## src/rtl/core/tor_pkg.sv

```systemverilog
// Shared types and constants for the telnet option refuser.
// No dependencies; used by every module of the block.
`timescale 1ns / 1ps

package tor_pkg;

  // Operation codes carried in the input tuser.
  localparam logic [1:0] OP_BYTE = 2'd0;
  localparam logic [1:0] OP_POLL = 2'd1;
  localparam logic [1:0] OP_DISC = 2'd2;
  localparam logic [1:0] OP_OPEN = 2'd3;

  // Destination codes carried in the output tuser.
  localparam logic [1:0] DST_CONSOLE = 2'd0;
  localparam logic [1:0] DST_NET     = 2'd1;
  localparam logic [1:0] DST_CLOSE   = 2'd2;

  // Telnet protocol bytes.
  localparam logic [7:0] B_IAC  = 8'd255;
  localparam logic [7:0] B_WILL = 8'd251;
  localparam logic [7:0] B_WONT = 8'd252;
  localparam logic [7:0] B_DO   = 8'd253;
  localparam logic [7:0] B_DONT = 8'd254;
  localparam logic [7:0] B_CR   = 8'h0d;
  localparam logic [7:0] B_NUL  = 8'h00;

  localparam int unsigned IDLE_W = 17;
  localparam logic [15:0] IDLE_LIMIT_RESET = 16'd1800;

  // All results caused by one input item; they share one destination.
  typedef struct packed {
    logic            has_result;
    logic [1:0]      last_idx;
    logic [1:0]      dest;
    logic [3:0][7:0] bytes;
  } group_t;

endpackage

```

## src/rtl/core/tor_parser.sv

```systemverilog
// Telnet command parser and idle timer: turns one input item into a result group.
// Depends on tor_pkg.
`timescale 1ns / 1ps

module tor_parser (
  input  logic              clk_i,
  input  logic              rst_ni,
  input  logic              advance_i,
  input  logic [1:0]        op_i,
  input  logic [7:0]        byte_i,
  input  logic [15:0]       idle_limit_i,
  output tor_pkg::group_t   group_o
);

  typedef enum logic [2:0] {
    M_NORMAL = 3'd0,
    M_IAC    = 3'd1,
    M_WILL   = 3'd2,
    M_WONT   = 3'd3,
    M_DO     = 3'd4,
    M_DONT   = 3'd5,
    M_CLOSED = 3'd6
  } mode_e;

  mode_e                        mode_q, mode_d;
  logic [tor_pkg::IDLE_W-1:0]   idle_q, idle_d;
  logic [tor_pkg::IDLE_W-1:0]   idle_inc;
  logic                         is_open;
  tor_pkg::group_t              grp;

  assign is_open  = (mode_q == M_NORMAL) || (mode_q == M_IAC) || (mode_q == M_WILL) ||
                    (mode_q == M_WONT) || (mode_q == M_DO) || (mode_q == M_DONT);
  assign idle_inc = idle_q + tor_pkg::IDLE_W'(1);

  always_comb begin
    mode_d = mode_q;
    idle_d = idle_q;
    grp    = '0;
    case (op_i)
      tor_pkg::OP_BYTE: begin
        unique case (mode_q)
          M_NORMAL: begin
            if (byte_i == tor_pkg::B_IAC) begin
              mode_d = M_IAC;
            end else if (byte_i != tor_pkg::B_NUL && byte_i != tor_pkg::B_CR) begin
              idle_d         = '0;
              grp.has_result = 1'b1;
              grp.dest       = tor_pkg::DST_CONSOLE;
              grp.bytes[0]   = byte_i;
            end
          end
          M_IAC: begin
            if (byte_i == tor_pkg::B_IAC) begin
              mode_d         = M_NORMAL;
              idle_d         = '0;
              grp.has_result = 1'b1;
              grp.dest       = tor_pkg::DST_CONSOLE;
              grp.bytes[0]   = tor_pkg::B_IAC;
            end else if (byte_i == tor_pkg::B_WILL) begin
              mode_d = M_WILL;
            end else if (byte_i == tor_pkg::B_WONT) begin
              mode_d = M_WONT;
            end else if (byte_i == tor_pkg::B_DO) begin
              mode_d = M_DO;
            end else if (byte_i == tor_pkg::B_DONT) begin
              mode_d = M_DONT;
            end else begin
              mode_d = M_NORMAL;
            end
          end
          M_WILL, M_WONT, M_DO, M_DONT: begin
            // Refuse the option: IAC, verb, option, then a trailing NUL.
            mode_d         = M_NORMAL;
            grp.has_result = 1'b1;
            grp.last_idx   = 2'd3;
            grp.dest       = tor_pkg::DST_NET;
            grp.bytes[0]   = tor_pkg::B_IAC;
            grp.bytes[1]   = (mode_q == M_WILL || mode_q == M_WONT) ?
                             tor_pkg::B_DONT : tor_pkg::B_WONT;
            grp.bytes[2]   = byte_i;
            grp.bytes[3]   = tor_pkg::B_NUL;
          end
          default: ;
        endcase
      end
      tor_pkg::OP_POLL: begin
        if (is_open) begin
          if (idle_inc > {1'b0, idle_limit_i}) begin
            mode_d         = M_CLOSED;
            idle_d         = '0;
            grp.has_result = 1'b1;
            grp.dest       = tor_pkg::DST_CLOSE;
          end else begin
            idle_d = idle_inc;
          end
        end
      end
      tor_pkg::OP_DISC: begin
        if (is_open) begin
          mode_d         = M_CLOSED;
          idle_d         = '0;
          grp.has_result = 1'b1;
          grp.dest       = tor_pkg::DST_CLOSE;
        end
      end
      default: begin
        mode_d = M_NORMAL;
        idle_d = '0;
      end
    endcase
  end

  always_ff @(posedge clk_i or negedge rst_ni) begin
    if (!rst_ni) begin
      mode_q <= M_NORMAL;
      idle_q <= '0;
    end else if (advance_i) begin
      mode_q <= mode_d;
      idle_q <= idle_d;
    end
  end

  assign group_o = grp;

endmodule

```

## src/rtl/core/tor_out_serializer.sv

```systemverilog
// Result register: holds one result group and sends its items one per cycle while m_axis_tready is high.
// Depends on tor_pkg.
`timescale 1ns / 1ps

module tor_out_serializer (
  input  logic            clk_i,
  input  logic            rst_ni,
  input  logic            load_i,
  input  tor_pkg::group_t group_i,
  output logic            ready_o,
  output logic            m_axis_tvalid,
  input  logic            m_axis_tready,
  output logic [7:0]      m_axis_tdata,
  output logic [1:0]      m_axis_tuser,
  output logic            m_axis_tlast
);

  tor_pkg::group_t grp_q;
  logic            valid_q;
  logic [1:0]      idx_q;
  logic            take;
  logic            at_last;

  assign at_last = (idx_q == grp_q.last_idx);
  assign take    = valid_q && m_axis_tready;
  assign ready_o = !valid_q || (take && at_last);

  always_ff @(posedge clk_i or negedge rst_ni) begin
    if (!rst_ni) begin
      valid_q <= 1'b0;
      idx_q   <= '0;
    end else if (load_i && ready_o && group_i.has_result) begin
      valid_q <= 1'b1;
      idx_q   <= '0;
    end else if (take) begin
      if (at_last) begin
        valid_q <= 1'b0;
      end else begin
        idx_q <= idx_q + 2'd1;
      end
    end
  end

  always_ff @(posedge clk_i) begin
    if (load_i && ready_o && group_i.has_result) begin
      grp_q <= group_i;
    end
  end

  assign m_axis_tvalid = valid_q;
  assign m_axis_tdata  = grp_q.bytes[idx_q];
  assign m_axis_tuser  = grp_q.dest;
  assign m_axis_tlast  = at_last;

endmodule

```

## src/rtl/core/telnet_option_refuser.sv

```systemverilog
// Top level of the telnet option refuser: input register, parser, result register.
// Depends on tor_pkg, tor_parser and tor_out_serializer.
`timescale 1ns / 1ps

// Channel   Direction  tdata              tuser              tlast
// s_axis    in         data_byte [7:0]    operation [1:0]    -
// m_axis    out        out_byte [7:0]     destination [1:0]  last result of an item
// cfg       in         idle_limit [15:0]  -                  -
//
// Every input transaction is registered, parsed combinationally and its results are
// loaded into the result register, so a stream of items that each cause at most one
// result runs at one item per clock while m_axis_tready is high. An option reply is
// four transactions on m_axis and holds up the next item. Back-pressure on m_axis first
// fills the result register and then the input register before s_axis_tready drops.
// Reset clears the parser to an open session in normal mode, zeroes the idle counter
// and loads the idle limit with 1800; the configuration channel is always ready.

module telnet_option_refuser (
  input  logic        clk_i,
  input  logic        rst_ni,
  input  logic        s_axis_tvalid,
  output logic        s_axis_tready,
  input  logic [7:0]  s_axis_tdata,   // [7:0] data_byte
  input  logic [1:0]  s_axis_tuser,   // [1:0] operation
  output logic        m_axis_tvalid,
  input  logic        m_axis_tready,
  output logic [7:0]  m_axis_tdata,   // [7:0] out_byte
  output logic [1:0]  m_axis_tuser,   // [1:0] destination
  output logic        m_axis_tlast,
  input  logic        cfg_valid_i,
  output logic        cfg_ready_o,
  input  logic [15:0] cfg_data_i
);

  logic            in_valid_q;
  logic [1:0]      in_op_q;
  logic [7:0]      in_byte_q;
  logic [15:0]     idle_limit_q;
  logic            grp_ready;
  logic            advance;
  tor_pkg::group_t group;

  // The registered item moves on once the result register can take its group.
  assign advance       = in_valid_q && grp_ready;
  assign s_axis_tready = !in_valid_q || grp_ready;
  assign cfg_ready_o   = 1'b1;

  always_ff @(posedge clk_i or negedge rst_ni) begin
    if (!rst_ni) begin
      in_valid_q   <= 1'b0;
      idle_limit_q <= tor_pkg::IDLE_LIMIT_RESET;
    end else begin
      if (s_axis_tvalid && s_axis_tready) begin
        in_valid_q <= 1'b1;
      end else if (advance) begin
        in_valid_q <= 1'b0;
      end
      if (cfg_valid_i && cfg_ready_o) begin
        idle_limit_q <= cfg_data_i;
      end
    end
  end

  // The item payload needs no reset; it is qualified by the valid flag.
  always_ff @(posedge clk_i) begin
    if (s_axis_tvalid && s_axis_tready) begin
      in_op_q   <= s_axis_tuser;
      in_byte_q <= s_axis_tdata;
    end
  end

  tor_parser u_parser (
    .clk_i        (clk_i),
    .rst_ni       (rst_ni),
    .advance_i    (advance),
    .op_i         (in_op_q),
    .byte_i       (in_byte_q),
    .idle_limit_i (idle_limit_q),
    .group_o      (group)
  );

  tor_out_serializer u_out (
    .clk_i         (clk_i),
    .rst_ni        (rst_ni),
    .load_i        (advance),
    .group_i       (group),
    .ready_o       (grp_ready),
    .m_axis_tvalid (m_axis_tvalid),
    .m_axis_tready (m_axis_tready),
    .m_axis_tdata  (m_axis_tdata),
    .m_axis_tuser  (m_axis_tuser),
    .m_axis_tlast  (m_axis_tlast)
  );

endmodule
```

## config.mk

```make
export PLATFORM = sky130hd
export DESIGN_NAME = telnet_option_refuser
export DESIGN_NICKNAME = d
export VERILOG_FILES = /design/src/rtl/core/tor_pkg.sv /design/src/rtl/core/tor_parser.sv /design/src/rtl/core/tor_out_serializer.sv /design/src/rtl/core/telnet_option_refuser.sv
export SDC_FILE = /design/constraint.sdc
export NUM_CORES = 1
export LEC_CHECK = 0
export BUFFER_PORTS_ARGS = -buffer_cell sky130_fd_sc_hd__buf_2
export CORE_MARGIN = 5
export CORE_UTILIZATION = 30
export CTS_CLUSTER_DIAMETER = 40
export DETAILED_ROUTE_END_ITERATION = 10
export MAX_ROUTING_LAYER = met4
export PLACE_DENSITY_LB_ADDON = 0.05
export SYNTH_ARGS = -nofsm -noshare
export SYNTH_HDL_FRONTEND = slang
export SYNTH_SLANG_ARGS = --single-unit
```

## constraint.sdc

```tcl
create_clock -name clk_i -period 3.2 [get_ports clk_i]
set_input_delay 0.64 -clock clk_i [delete_from_list [all_inputs] [get_ports clk_i]]
set_output_delay 0.64 -clock clk_i [all_outputs]
set_load 0.01 [all_outputs]
```

Word level (Yosys, flattened, before mapping):

Index checks and enable logic that the tools add are counted.

* flip-flop bits (word level): 86
* input port bits: 31
* output and inout port bits: 14
* word-level logic and storage cells: 119

* add/sub/neg operators: 2
* order comparisons: 2
* equality and inequality tests: 24
* multiplexer cells: 48
* reduce and logical (&&, ||, !) cells: 29

Operators with widths (count)
* 17-bit two-way mux: 6
* 17-bit one-hot mux with 3 select lines: 1
* 8-bit equality test (second input constant): 5
* 17-bit one-hot mux with 2 select lines: 1
* 8-bit two-way mux: 4
* 3-bit two-way mux: 9
* 8-bit one-hot mux with 3 select lines: 1
* 3-bit one-hot mux with 3 select lines: 2
* 17-bit by 1-bit adder with 17-bit output (second input constant): 1
* 17-bit by 16-bit greater-than comparator with 1-bit output: 1
* 8-bit binary-select mux with 2-bit select: 1
* 2-bit two-way mux: 8
* 1-bit two-way mux: 12
* 3-bit != test (second input constant): 4
* 1-bit logical OR: 8
* 8-bit by 4-bit != test with 1-bit output (second input constant): 1
* 8-bit nonzero test: 1
* 1-bit logical AND: 7
* 7-bit AND reduction: 1
* 3-bit by 2-bit equality test with 1-bit output (second input constant): 2
* 3-bit equality test (second input constant): 2
* 2-bit by 1-bit != test with 1-bit output (second input constant): 3
* 1-bit one-hot mux with 3 select lines: 2
* 2-bit one-hot mux with 3 select lines: 1
* other kinds (16): 21

Logic depth before layout (Yosys ltp):

Gate-level depths: netlist (run 1).

* word-level depth: 11
* mapped depth: 13

Hierarchy:

Synthesis (run 1) repeated with hierarchy kept, for this count alone.

* cell total of the unflattened synthesis: 400
* area, all modules: 4677.0 sq um

Modules (own cells, without submodules)
* tor_parser: times used 1, cells each 280, area an instance 2144.6 sq um
* tor_out_serializer: times used 1, cells each 69, area an instance 1516.5 sq um
* telnet_option_refuser: times used 1, cells each 51, area an instance 1016.0 sq um

Worst setup path after synthesis (run 1):

OpenSTA, ideal clock, no wires.

* kind: register -> register
* start: register u_parser.idle_q[0] (netlist name)
* end: register u_out.valid_q (netlist: u_out.m_axis_tvalid)
* library setup time: 0.124 ns
* arrival: 3.068 ns
* data required time: 3.076 ns
* slack: 0.008 ns
* cell stages (with the launch flop): 13
* cells stage by stage: dfrtp_1 > ha_1 > nand4_2 > nor2_1 > nand3_1 > xnor2_1 > ha_1 > nand4_1 > or4_1 > o21ai_0 > a31oi_1 > o311a_4 > or2_1

* cells in the longest elaborated chain, start to end: 8
* elaborated cells between the ends (all ways): 10

RTL lines
* from (decl): line tor_parser.sv:26 `logic [tor_pkg::IDLE_W-1:0] idle_q, idle_d;`
* from (signal assigned): line tor_parser.sv:119 `idle_q <= idle_d;`
* 17-bit by 1-bit adder with 17-bit output (*): line tor_parser.sv:33 `assign idle_inc = idle_q + tor_pkg::IDLE_W'(1);`
* 17-bit by 16-bit greater-than comparator with 1-bit output (*): line tor_parser.sv:88 `if (idle_inc > {1'b0, idle_limit_i}) begin`
* 1-bit two-way mux (*): line tor_parser.sv:88
* 1-bit two-way mux (*): line tor_parser.sv:87 `if (is_open) begin`
* 1-bit one-hot mux with 3 select lines (*): line tor_parser.sv:39 `case (op_i)`
* 1-bit logical AND (*): line tor_out_serializer.sv:32 `end else if (load_i && ready_o && group_i.has_result) begin`
* 2-bit nonzero test (no source line)
* 2-bit AND reduction (no source line)
* to (signal assigned): line tor_out_serializer.sv:30 `valid_q <= 1'b0;`
* to (signal assigned): line tor_out_serializer.sv:33 `valid_q <= 1'b1;`
* to (signal assigned): line tor_out_serializer.sv:37 `valid_q <= 1'b0;`
* to (decl): line tor_out_serializer.sv:19 `logic valid_q;`

Every way passes the cells marked *; elsewhere a longest branch is shown, timed or not.
A chain may end at the register's enable or synchronous reset.

Worst setup path in the final report (run 1):

* start: register u_parser.idle_q[0] (netlist name)
* end: register u_out.grp_q[7] (netlist name) (enable)

* cells in the longest elaborated chain, start to end: 6

RTL lines
* 17-bit by 1-bit adder with 17-bit output: line tor_parser.sv:33
* 17-bit by 16-bit greater-than comparator with 1-bit output: line tor_parser.sv:88
* 1-bit two-way mux: line tor_parser.sv:88
* 1-bit two-way mux: line tor_parser.sv:87
* 1-bit one-hot mux with 3 select lines: line tor_parser.sv:39
* 1-bit logical AND: line tor_out_serializer.sv:45 `if (load_i && ready_o && group_i.has_result) begin`
* to (signal assigned): line tor_out_serializer.sv:46 `grp_q <= group_i;`
* to (decl): line tor_out_serializer.sv:18 `tor_pkg::group_t grp_q;`

No other way between the ends.

==> impl_metrics.json, run 1 <==
{
  "finalCritPeriodShare_pct": 100,
  "dr.pass1.iters": 4,
  "grt_pass1_vias": 3229,
  "yosysWarningCount": 0,
  "synth.distinct_cells": 55,
  "final_common_cell": "buf_4",
  "drive_gt1_share_pct": 35.7,
  "worstMarginPinSlew_ns": 0.936,
  "hp-class": "in -> async",
  "synth-adder-area-share_pct": 7.77,
  "place_congestion": 0.825,
  "muxShareOfSynthArea_pct": 3.64,
  "final_nets": 553,
  "cts_made_buffers": 9,
  "ys_ff_latch": 71,
  "startpoint_type": "flip-flop",
  "rsz0062_at_grt": "yes",
  "clkSinkCount": 71,
  "swShare_pct": 33.3,
  "skew_ns": 0.00602,
  "crit_chain": "buf_6 -> ha_4 -> buf_6 -> and3_4 -> buf_4 -> xnor2_1 -> ha_1 -> nand4_1 -> or4_4 -> o21ai_4 -> a31oi_4 -> o311a_4 -> clkbuf_16",
  "timing.hold.ws_ns": 0.445,
  "crit_top_cell": "buf_6",
  "rows": 42,
  "synth_flop_cell": "dfrtp_1",
  "insertion_delay_ns": 0.34,
  "pwr-share-seq_pct": 35.0,
  "pwr-share-clk_pct": 31.2,
  "final.setup.worst_slack_ns": -0.00333,
  "final_hold_viol_count": 0,
  "powerDensity_nw_per_um2": 626,
  "synth_compound_area_share_pct": 13.6,
  "totalWireLength_um": 10600,
  "drtIter0Drc": 225,
  "worst-path-max-fanout": 6,
  "slowest_delay_ns": 0.53,
  "pre_cts_ws_ns": -0.142,
  "clkTransAtPathRegs_ns": 0.06,
  "arrival_ns": 3.31,
  "power_frac_comb_pct": 33.8,
  "endpoint_kind": "flip-flop",
  "grt_start_max_net_pins": 41,
  "crit_type": "reg -> reg",
  "antenna_found_initial": 0,
  "ys_async_sr_fraction_pct": 56.3,
  "viasPerCell": 4.81,
  "synth_area_sq_um": 4030,
  "syn_nets": 456,
  "reg2reg_setup_slack_ns": -0.003,
  "dp_hpwl_um": 7640,
  "fmax_mhz": 312,
  "synth-simple-area-share_pct": 18.0,
  "synth_top_family_by_area": "simple AND/OR/NAND/NOR gates",
  "slowest_stage": "or4_4",
  "ir_drop_mv": 0.235,
  "synth_seq_area_share_pct": 48.1,
  "antennaDiodeCount": 0,
  "final_max_slew_viol_count": 0,
  "placed_cell_area_sq_um": 4720,
  "post-route-min-period_ns": 3.20,
  "grt_usage_pct": 13.8,
  "ios": 45,
  "crit_required_ns": 3.31,
  "grt_pass1_wl_um": 16500,
  "p_int_uw": 2320,
  "fill_cells": 1301,
  "wl_per_cell_um": 15.6,
  "violations": "setup timing",
  "syn2layout_area_growth_pct": 38.2,
  "synth_edf_count": 31,
  "stdcell_count": 678,
  "final_cell_mix": "buf_4, nand2_1, buf_2",
  "remaining_drc_errors": 0,
  "syn-instance-count": 400,
  "maxCapViolations": 0,
  "die_h_um": 126,
  "slew_headroom_pct": 37.6,
  "portBuffers": 43,
  "dp_cells": 644,
  "cts_tree": "done",
  "ant_nets": 0,
  "p_leak_uw": 0.00243,
  "synthXorXnorAreaFrac_pct": 3.70,
  "vias": 3264,
  "die_w_um": 126,
  "setup_viol": 12,
  "fin_tns_setup_ns": -0.0155,
  "start_util_pct": 30.5,
  "gr-total-overflow": 0,
  "dieArea_sq_um": 15800,
  "cts_root_buf": "clkbuf_16",
  "clockBufferDepth": 2,
  "outcome": "finished, violations left",
  "cts_max_level": 3,
  "ctsHoldBuffers": 0,
  "core_sq_um": 13200,
  "syn_area_per_cell_sq_um": 10.1,
  "design_area_sq_um": 5560,
  "p_sw_uw": 1160
}
## metrics by stage
step / total power [uW] / util (%)
CTS: 3400 / 39.1
finish: 3480 / 42.2
global route: 3710 / 42.2
detailed placement: 2290 / 35.8
global placement: 2280 / 35.8
floorplan: 1930 / -
## repair_timing
action | in CTS | in global routing
resized for setup | 17 | 50
setup buffers | 3 | 12
pin swaps | 4 | 32
setup endpoints to repair | 42 | 44
gates cloned | 0 | 3
endpoints found under the hold margin | 0 | 0
## worst max-delay path, delay by kind of cell, from the launching register on
family	cells	cell delay [ns]
AO/OA/AOI/OAI	3	0.55
XOR/XNOR	1	0.14
adder cells (fa/ha/maj)	2	0.48
buffers and inverters	4	0.56
flip-flops	1	0.39
AND/OR/NAND/NOR	3	0.83
## worst paths after layout
kind	from	endpoint	depth (start not counted)
hold reg to reg	u_parser.idle_q[16]$_DFFE_PN0P_	u_parser.idle_q[16]$_DFFE_PN0P_	1
setup / recovery	u_parser.idle_q[0]$_DFFE_PN0P_	u_out.grp_q[7]$_SDFFCE_PP0P_	13
hold / removal	rst_ni	u_parser.idle_q[6]$_DFFE_PN0P_	1
setup reg to reg	u_parser.idle_q[0]$_DFFE_PN0P_	u_out.grp_q[7]$_SDFFCE_PP0P_	13
max in group asynchronous	rst_ni	idle_limit_q[14]$_DFFE_PN0P_	1
min in group clk_i	s_axis_tdata[0]	in_byte_q[0]$_DFFE_PP_	1
## kinds of logic (layout without fill, tap and decap cells)
logic type	count (synthesis)	in the layout
buf+inv	46	148
fa+ha+maj	25	25
compound gates	81	81
other cells	1	1
mux	14	14
xor+xnor	17	17
flops	71	71
simple gates	145	145
## routing by layer
metal / vias up / wire length (um) / track usage [%]
met1: 1558 / 5550 / 19.8
met5: - / 0 / -
li1: 1628 / - / -
met3: 20 / 380 / 3.09
met4: 0 / 265 / 7.00
met2: 58 / 4400 / 17.9
## registers in the layout (all words and copies together), names as in the netlist
signal	flops
u_parser.mode_q	3
u_parser.idle_q	17
in_valid_q	1
in_op_q	2
idle_limit_q	16
u_out.idx_q	2
u_out.grp_q	19
u_out.m_axis_tvalid	1
in_byte_q	8
u_out.m_axis_tuser	2
## cell type report
type	count	area [sq um]	share of cell area (%)
multi-input cells	283	2190	39.4
flip-flops and latches	71	1940	34.8
repair buffers	105	787	14.2
clock buffers	11	243	4.36
well taps	176	220	3.96
inverters	27	101	1.82
clock inverters	5	82.6	1.48
## synth_stat cells, types with 3 or more instances
library cell	instances	area [sq um]
xnor2_1	11	96.3
nor2_1	33	124
a31oi_1	4	25.0
inv_1	27	101
nor4_1	3	18.8
o31ai_1	9	67.6
xor2_1	6	52.6
clkbuf_1	9	33.8
nor3_1	11	55.1
mux2i_1	9	90.1
a22o_1	8	70.1
and3_1	11	68.8
dfstp_2	4	105
ha_1	25	313
mux2_2	5	56.3
nand2_1	45	169
buf_4	4	30.0
nand2b_1	3	18.8
edfxtp_1	31	931
a211oi_1	4	30.0
o21ai_0	37	185
nand4_1	10	62.6
a21oi_1	7	35.0
nand3_1	8	40.0
dfrtp_1	36	901
## power by group through the flow
stage	registers, uW	clock network [uW]	logic (uW)
global route	1240	1160	1310
floorplan	1190	0	743
detailed placement	1240	0	1050
CTS	1220	1120	1060
global placement	1230	0	1050
finish	1220	1090	1180
Power figures use the tool's default switching activity.
==> run 2, diff against run 1 <==
--- a/config.mk
+++ b/config.mk
@@ -14,4 +14,5 @@
 export PLACE_DENSITY_LB_ADDON = 0.05
 export SYNTH_ARGS = -nofsm -noshare
 export SYNTH_HDL_FRONTEND = slang
+export SYNTH_HIERARCHICAL = 1
 export SYNTH_SLANG_ARGS = --single-unit
==> impl_metrics.json, run 2 <==
{
  "outcome": "finished, violations left",
  "violations": "setup timing",
  "syn2layout_area_growth_pct": 26.1,
  "arrival_ns": 3.57,
  "dieArea_sq_um": 18200,
  "crit_required_ns": 3.26,
  "antennaDiodeCount": 0,
  "endpoint_kind": "flip-flop",
  "ant_nets": 0,
  "die_w_um": 135,
  "pre_cts_ws_ns": -0.298,
  "yosys-top-cells-count": "nand2_1, edfxtp_1, dfrtp_1",
  "cts_root_buf": "clkbuf_16",
  "wl_per_cell_um": 15.6,
  "startpoint_type": "flip-flop",
  "final_common_cell": "buf_4",
  "setup_viol": 50,
  "cts_max_level": 3,
  "core_sq_um": 15300,
  "synth_area_leader_cell": "edfxtp_1",
  "synth_top_family_by_area": "simple AND/OR/NAND/NOR gates",
  "synthXorXnorAreaFrac_pct": 2.78,
  "cts_tree": "done",
  "crit_chain": "ha_4 -> and4_4 -> nand4_4 -> and2b_1 -> nand4_1 -> xnor2_2 -> ha_1 -> and4_4 -> nand3_4 -> o21bai_4 -> o21a_1 -> a21oi_2 -> a211oi_2 -> nand2_2 -> nor2b_4 -> buf_12",
  "die_h_um": 135,
  "cts_made_buffers": 9,
  "rows": 45,
  "ios": 45,
  "ctsHoldBuffers": 0,
  "slew_headroom_pct": 34.4,
  "syn-instance-count": 400,
  "insertion_delay_ns": 0.35,
  "synth-adder-area-share_pct": 5.62,
  "clkTransAtPathRegs_ns": 0.07,
  "slowest_delay_ns": 0.41,
  "worstMarginPinSlew_ns": 0.984,
  "synth-simple-area-share_pct": 14.5,
  "gr-total-overflow": 0,
  "grt_pass1_vias": 3266,
  "largest_register_ffs": 34,
  "clkSinkCount": 86,
  "antenna_found_initial": 0,
  "dp_hpwl_um": 7990,
  "drive_gt1_share_pct": 36.1,
  "fin_tns_setup_ns": -11.75,
  "final_cell_mix": "buf_4, edfxtp_1, buf_2, nand2_1, dfrtp_1",
  "skew_ns": 0.00639,
  "ys_ff_latch": 86,
  "synth_area_sq_um": 4680,
  "syn_area_per_cell_sq_um": 11.7,
  "ir_drop_mv": 0.305,
  "reg2reg_setup_slack_ns": -0.31,
  "yosysMostFrequentCell": "nand2_1",
  "rsz0062_at_grt": "yes",
  "crit_top_cell": "and4_4",
  "viasPerCell": 4.50,
  "powerDensity_nw_per_um2": 671,
  "grt_start_max_net_pins": 41,
  "r2r_cells": 16,
  "reg2reg_to": "u_out/grp_q[5]$_DFFE_PP_",
  "remaining_drc_errors": 0,
  "design_area_sq_um": 5900,
  "total_power_uw": 3960,
  "fmax_mhz": 285,
  "final.setup.worst_slack_ns": -0.312,
  "synth_edf_count": 46,
  "crit_type": "reg -> reg",
  "drtIter0Drc": 123,
  "grt_pass1_wl_um": 18000,
  "ys_async_sr_fraction_pct": 46.5,
  "muxShareOfSynthArea_pct": 9.39,
  "placed_cell_area_sq_um": 5430,
  "yosysWarningCount": 6,
  "finalCritPeriodShare_pct": 110,
  "fin_util_pct": 38.6,
  "maxCapViolations": 0,
  "synth_seq_area_share_pct": 51.0,
  "synth.distinct_cells": 62,
  "dr.pass1.iters": 4,
  "final_hold_viol_count": 0,
  "vias": 3179,
  "clockBufferDepth": 2,
  "portBuffers": 43,
  "final_nets": 543,
  "largest_register": "u_out/grp_q",
  "p_leak_uw": 0.00259,
  "place_congestion": 0.736,
  "synth_area_leaders": "edfxtp_1, dfrtp_1, ha_1",
  "grt_usage_pct": 13.2,
  "synth_compound_area_share_pct": 9.39,
  "slowest_stage": "dfrtp_1",
  "hp-class": "in -> async",
  "synth_top_area_share_pct": 29.5,
  "totalWireLength_um": 11100,
  "reg.largest.list": "u_out/grp_q (34), u_parser/idle_q (17), idle_limit_q (16)",
  "start_util_pct": 30.7,
  "synth_flop_cell": "edfxtp_1",
  "final_max_slew_viol_count": 0,
  "worst-path-max-fanout": 19,
  "post-route-min-period_ns": 3.51,
  "reg2reg_from": "u_parser/idle_q[1]$_DFFE_PN0P_"
}
run 2: cell types whose count changed after synthesis, sizes merged, moves of 7 or more:
| cell | previous run | this run |
|---|---|---|
| a22o | 8 | 0 |
| buf | 10 | 25 |
| edfxtp | 31 | 46 |
| mux2 | 5 | 19 |
| mux2i | 9 | 0 |
| mux4 | 0 | 8 |
| nor2 | 34 | 23 |
| nor3 | 13 | 3 |
| o21ai | 37 | 16 |
| o22ai | 0 | 7 |
| o31ai | 10 | 3 |
run 2: cell families after synthesis:
logic type,count (synthesis)
simple gates,130
flops,86
compound gates,61
buf+inv,59
mux,27
fa+ha+maj,21
xor+xnor,14
other cells,2
run 2: worst max-delay path: cells and delay by family, from the launching register on:
| kind | cells | cell delay, ns |
|---|---|---|
| AND/OR/NAND/NOR | 8 | 1.31 |
| AO/OA/AOI/OAI | 4 | 0.68 |
| adder cells (fa/ha/maj) | 2 | 0.46 |
| flip-flops | 1 | 0.41 |
| buffers and inverters | 1 | 0.18 |
| XOR/XNOR | 1 | 0.17 |
run 2: how the worst max path moves through the flow:
| stage | startpoint | end | slack (ns) | cells after the start |
|---|---|---|---|---|
| 2_1_floorplan | u_parser/idle_q[0]$_DFFE_PN0P_ | u_out/grp_q[0]$_DFFE_PP_ | -0.55 | 16 |
| 3_3_place_gp | u_parser/idle_q[2]$_DFFE_PN0P_ | u_out/grp_q[5]$_DFFE_PP_ | -0.24 | 16 |
| 3_5_place_dp | u_parser/idle_q[1]$_DFFE_PN0P_ | u_out/grp_q[5]$_DFFE_PP_ | -0.30 | 17 |
| 4_1_cts | u_parser/idle_q[1]$_DFFE_PN0P_ | u_out/grp_q[21]$_DFFE_PP_ | -0.28 | 17 |
| 5_1_grt | u_parser/idle_q[1]$_DFFE_PN0P_ | u_out/grp_q[21]$_DFFE_PP_ | -0.55 | 16 |
| 6_report | u_parser/idle_q[1]$_DFFE_PN0P_ | u_out/grp_q[5]$_DFFE_PP_ | -0.31 | 16 |
run 2: timing repair:
| item | in CTS | in global routing |
|---|---|---|
| buffers inserted | 14 | 2 |
| pin swaps | 6 | 5 |
| endpoints found under the setup margin | 55 | 59 |
| gates resized for setup | 23 | 6 |
run 2: routing by layer:
layer | vias up | share of wire (%) | GRT usage, %
met4 | 0 | 0.92 | 4.07
met5 | - | 0 | -
li1 | 1603 | - | -
met1 | 1516 | 54 | 19.5
met3 | 8 | 3.3 | 3.06
met2 | 52 | 42 | 17.9
run 2: layout make-up:
class / count / area (sq um)
inverters: 27 / 101
multi-input cells: 263 / 2130
well taps: 211 / 264
clock buffers: 9 / 225
repair buffers: 104 / 713
clock inverters: 7 / 77.6
fillers: 1531 / 9360
flip-flops and latches: 86 / 2390
run 2: power breakdown:
group | internal (uW) | leakage (uW) | switching [uW]
clock | 616 | 0.000149 | 482
combinational | 596 | 0.00150 | 742
sequential | 1390 | 0.000937 | 135
run 2: metrics by stage:
step	hold slack (ns)	std cells
after floorplan	0.344	408
after detailed placement	0.493	683
after global placement	0.495	683
after global routing	0.448	707
after CTS	0.442	708
final	0.458	707
==> run 3, diff against run 2 <==
==> constraint.sdc (replaced) <==
create_clock -name clk_i -period 3 [get_ports clk_i]
set_input_delay 0.6 -clock clk_i [delete_from_list [all_inputs] [get_ports clk_i]]
set_output_delay 0.6 -clock clk_i [all_outputs]
set_load 0.01 [all_outputs]
==> impl_metrics.json, run 3 (synthesis gave the netlist of run 2 again) <==
{
  "final_nets": 556,
  "antennaDiodeCount": 0,
  "syn2layout_area_growth_pct": 28.7,
  "ant_nets": 0,
  "violations": "setup timing",
  "wl_per_cell_um": 15.1,
  "final_max_slew_viol_count": 0,
  "rsz0062_at_grt": "yes",
  "dr.pass1.iters": 4,
  "fin_util_pct": 39.4,
  "grtUsageMet2_pct": 17.7,
  "final.setup.worst_slack_ns": -0.498,
  "final_common_cell": "buf_4",
  "largest_register": "u_out/grp_q",
  "fill_cells": 1497,
  "remaining_drc_errors": 0,
  "drive_gt1_share_pct": 39.1,
  "die_w_um": 135,
  "totalWireLength_um": 10900,
  "multi_input_area_sq_um": 2160,
  "design_area_sq_um": 6020,
  "crit_type": "reg -> reg",
  "cts_made_buffers": 9,
  "dieArea_sq_um": 18200,
  "clkTransAtPathRegs_ns": 0.07,
  "place_congestion": 0.805,
  "p_leak_uw": 0.00264,
  "powerDensity_nw_per_um2": 713,
  "worst-path-max-fanout": 28,
  "grt_start_max_net_pins": 41,
  "reg2reg_setup_slack_ns": -0.50,
  "grt_pass1_vias": 3337,
  "final_cell_mix": "buf_4, edfxtp_1, buf_2, nand2_1, dfrtp_1",
  "worstMarginPinSlew_ns": 0.958,
  "outcome": "finished, violations left",
  "portBuffers": 43,
  "fmax_mhz": 286,
  "gr-usage-met3_pct": 3.61,
  "top_usage_layer": "met1",
  "post-route-min-period_ns": 3.50,
  "ctsHoldBuffers": 0,
  "clockBufferDepth": 2,
  "antenna_found_initial": 0,
  "dp_hpwl_um": 7960,
  "rows": 45,
  "core_sq_um": 15300,
  "placed_cell_area_sq_um": 5500,
  "start_util_pct": 30.7,
  "finalCritPeriodShare_pct": 117,
  "cts_tree": "done",
  "reg.largest.list": "u_out/grp_q (34), u_parser/idle_q (17), idle_limit_q (16)",
  "arrival_ns": 3.54,
  "ff_latch_area_sq_um": 2390,
  "drtIter0Drc": 133,
  "setup_viol": 59,
  "die_h_um": 135,
  "maxCapViolations": 0,
  "ir_drop_mv": 0.316,
  "skew_ns": 0.00971,
  "clkSinkCount": 86,
  "final_hold_viol_count": 0,
  "grt_usage_pct": 13.0,
  "crit_required_ns": 3.04,
  "insertion_delay_ns": 0.35,
  "endpoint_kind": "flip-flop",
  "cts_max_level": 3,
  "grt_pass1_wl_um": 17700,
  "cts_root_buf": "clkbuf_16",
  "slew_headroom_pct": 36.1,
  "viasPerCell": 4.49,
  "pre_cts_ws_ns": -0.557,
  "gr-total-overflow": 0,
  "hp-class": "in -> async",
  "largest_register_ffs": 34,
  "grt_use_met1_pct": 19.0,
  "timing.hold.ws_ns": 0.405,
  "vias": 3231,
  "ios": 45,
  "startpoint_type": "flip-flop"
}
## run 3: cell count changes in the layout (fill, tap and decap cells not counted), moves of 2 or more
cell,delta
buf_4,+15
inv_6,-4
nand3_2,+2
nor3_1,-2
nor3_2,+2
o21ai_0,-4
o21ai_1,+4
## run 3: worst max-delay path, stage by stage (launching register included)
cell and delay, ns:
dfrtp_1 0.42, ha_4 0.17, and4_4 0.24, nand4_4 0.10, and2b_1 0.24, nand4_1 0.10, xnor2_1 0.21, ha_1 0.27
and4_1 0.16, nand3_2 0.11, nor4_4 0.05, o211ai_2 0.15, o21a_1 0.16, a21oi_2 0.06, a211oi_2 0.25, nand2_2 0.12
nor2b_4 0.17, buf_12 0.20
## run 3: worst paths after layout
| check | startpoint | end | depth (start not counted) |
|---|---|---|---|
| worst max-delay path | u_parser/idle_q[1]$_DFFE_PN0P_ | u_out/grp_q[21]$_DFFE_PP_ | 17 |
| worst min-delay path | rst_ni | idle_limit_q[2]$_DFFE_PN0P_ | 1 |
| worst max register to register | u_parser/idle_q[1]$_DFFE_PN0P_ | u_out/grp_q[21]$_DFFE_PP_ | 17 |
| worst min register to register | idle_limit_q[4]$_DFFE_PN0P_ | idle_limit_q[4]$_DFFE_PN0P_ | 1 |
| max in group asynchronous | rst_ni | u_parser/idle_q[0]$_DFFE_PN0P_ | 1 |
| min in group clk_i | s_axis_tuser[1] | in_op_q[1]$_DFFE_PP_ | 1 |
## run 3: cell type report
type	count	area share, %
clock buffer	9	3.74
clock inverter	7	1.48
timing repair buffer	117	13.2
sequential	86	39.7
inverter	27	1.68
tap	211	4.39
multi-input combinational	263	35.8
## run 3: repair_timing
action	in CTS	in global routing
pin swaps	3	11
setup endpoints to repair	59	59
resized for setup	6	29
setup buffers	9	5
## run 3: per-layer routing
layer,vias to the layer above,routed length [um]
met4,0,95
met5,-,0
met2,54,4490
li1,1628,-
met3,5,443
met1,1544,5830
## run 3: power breakdown
group / internal, uW / switching, uW
logic: 671 / 810
registers: 1480 / 136
clock network: 724 / 468
## run 3: per-stage QoR
step	cells	total power, uW	TNS [ns]
5_1_grt	720	4560	-34.70
2_1_floorplan	408	2590	-27.39
3_5_place_dp	693	3070	-24.63
3_3_place_gp	693	3060	-19.12
4_1_cts	718	4320	-25.45
6_report	720	4290	-21.64
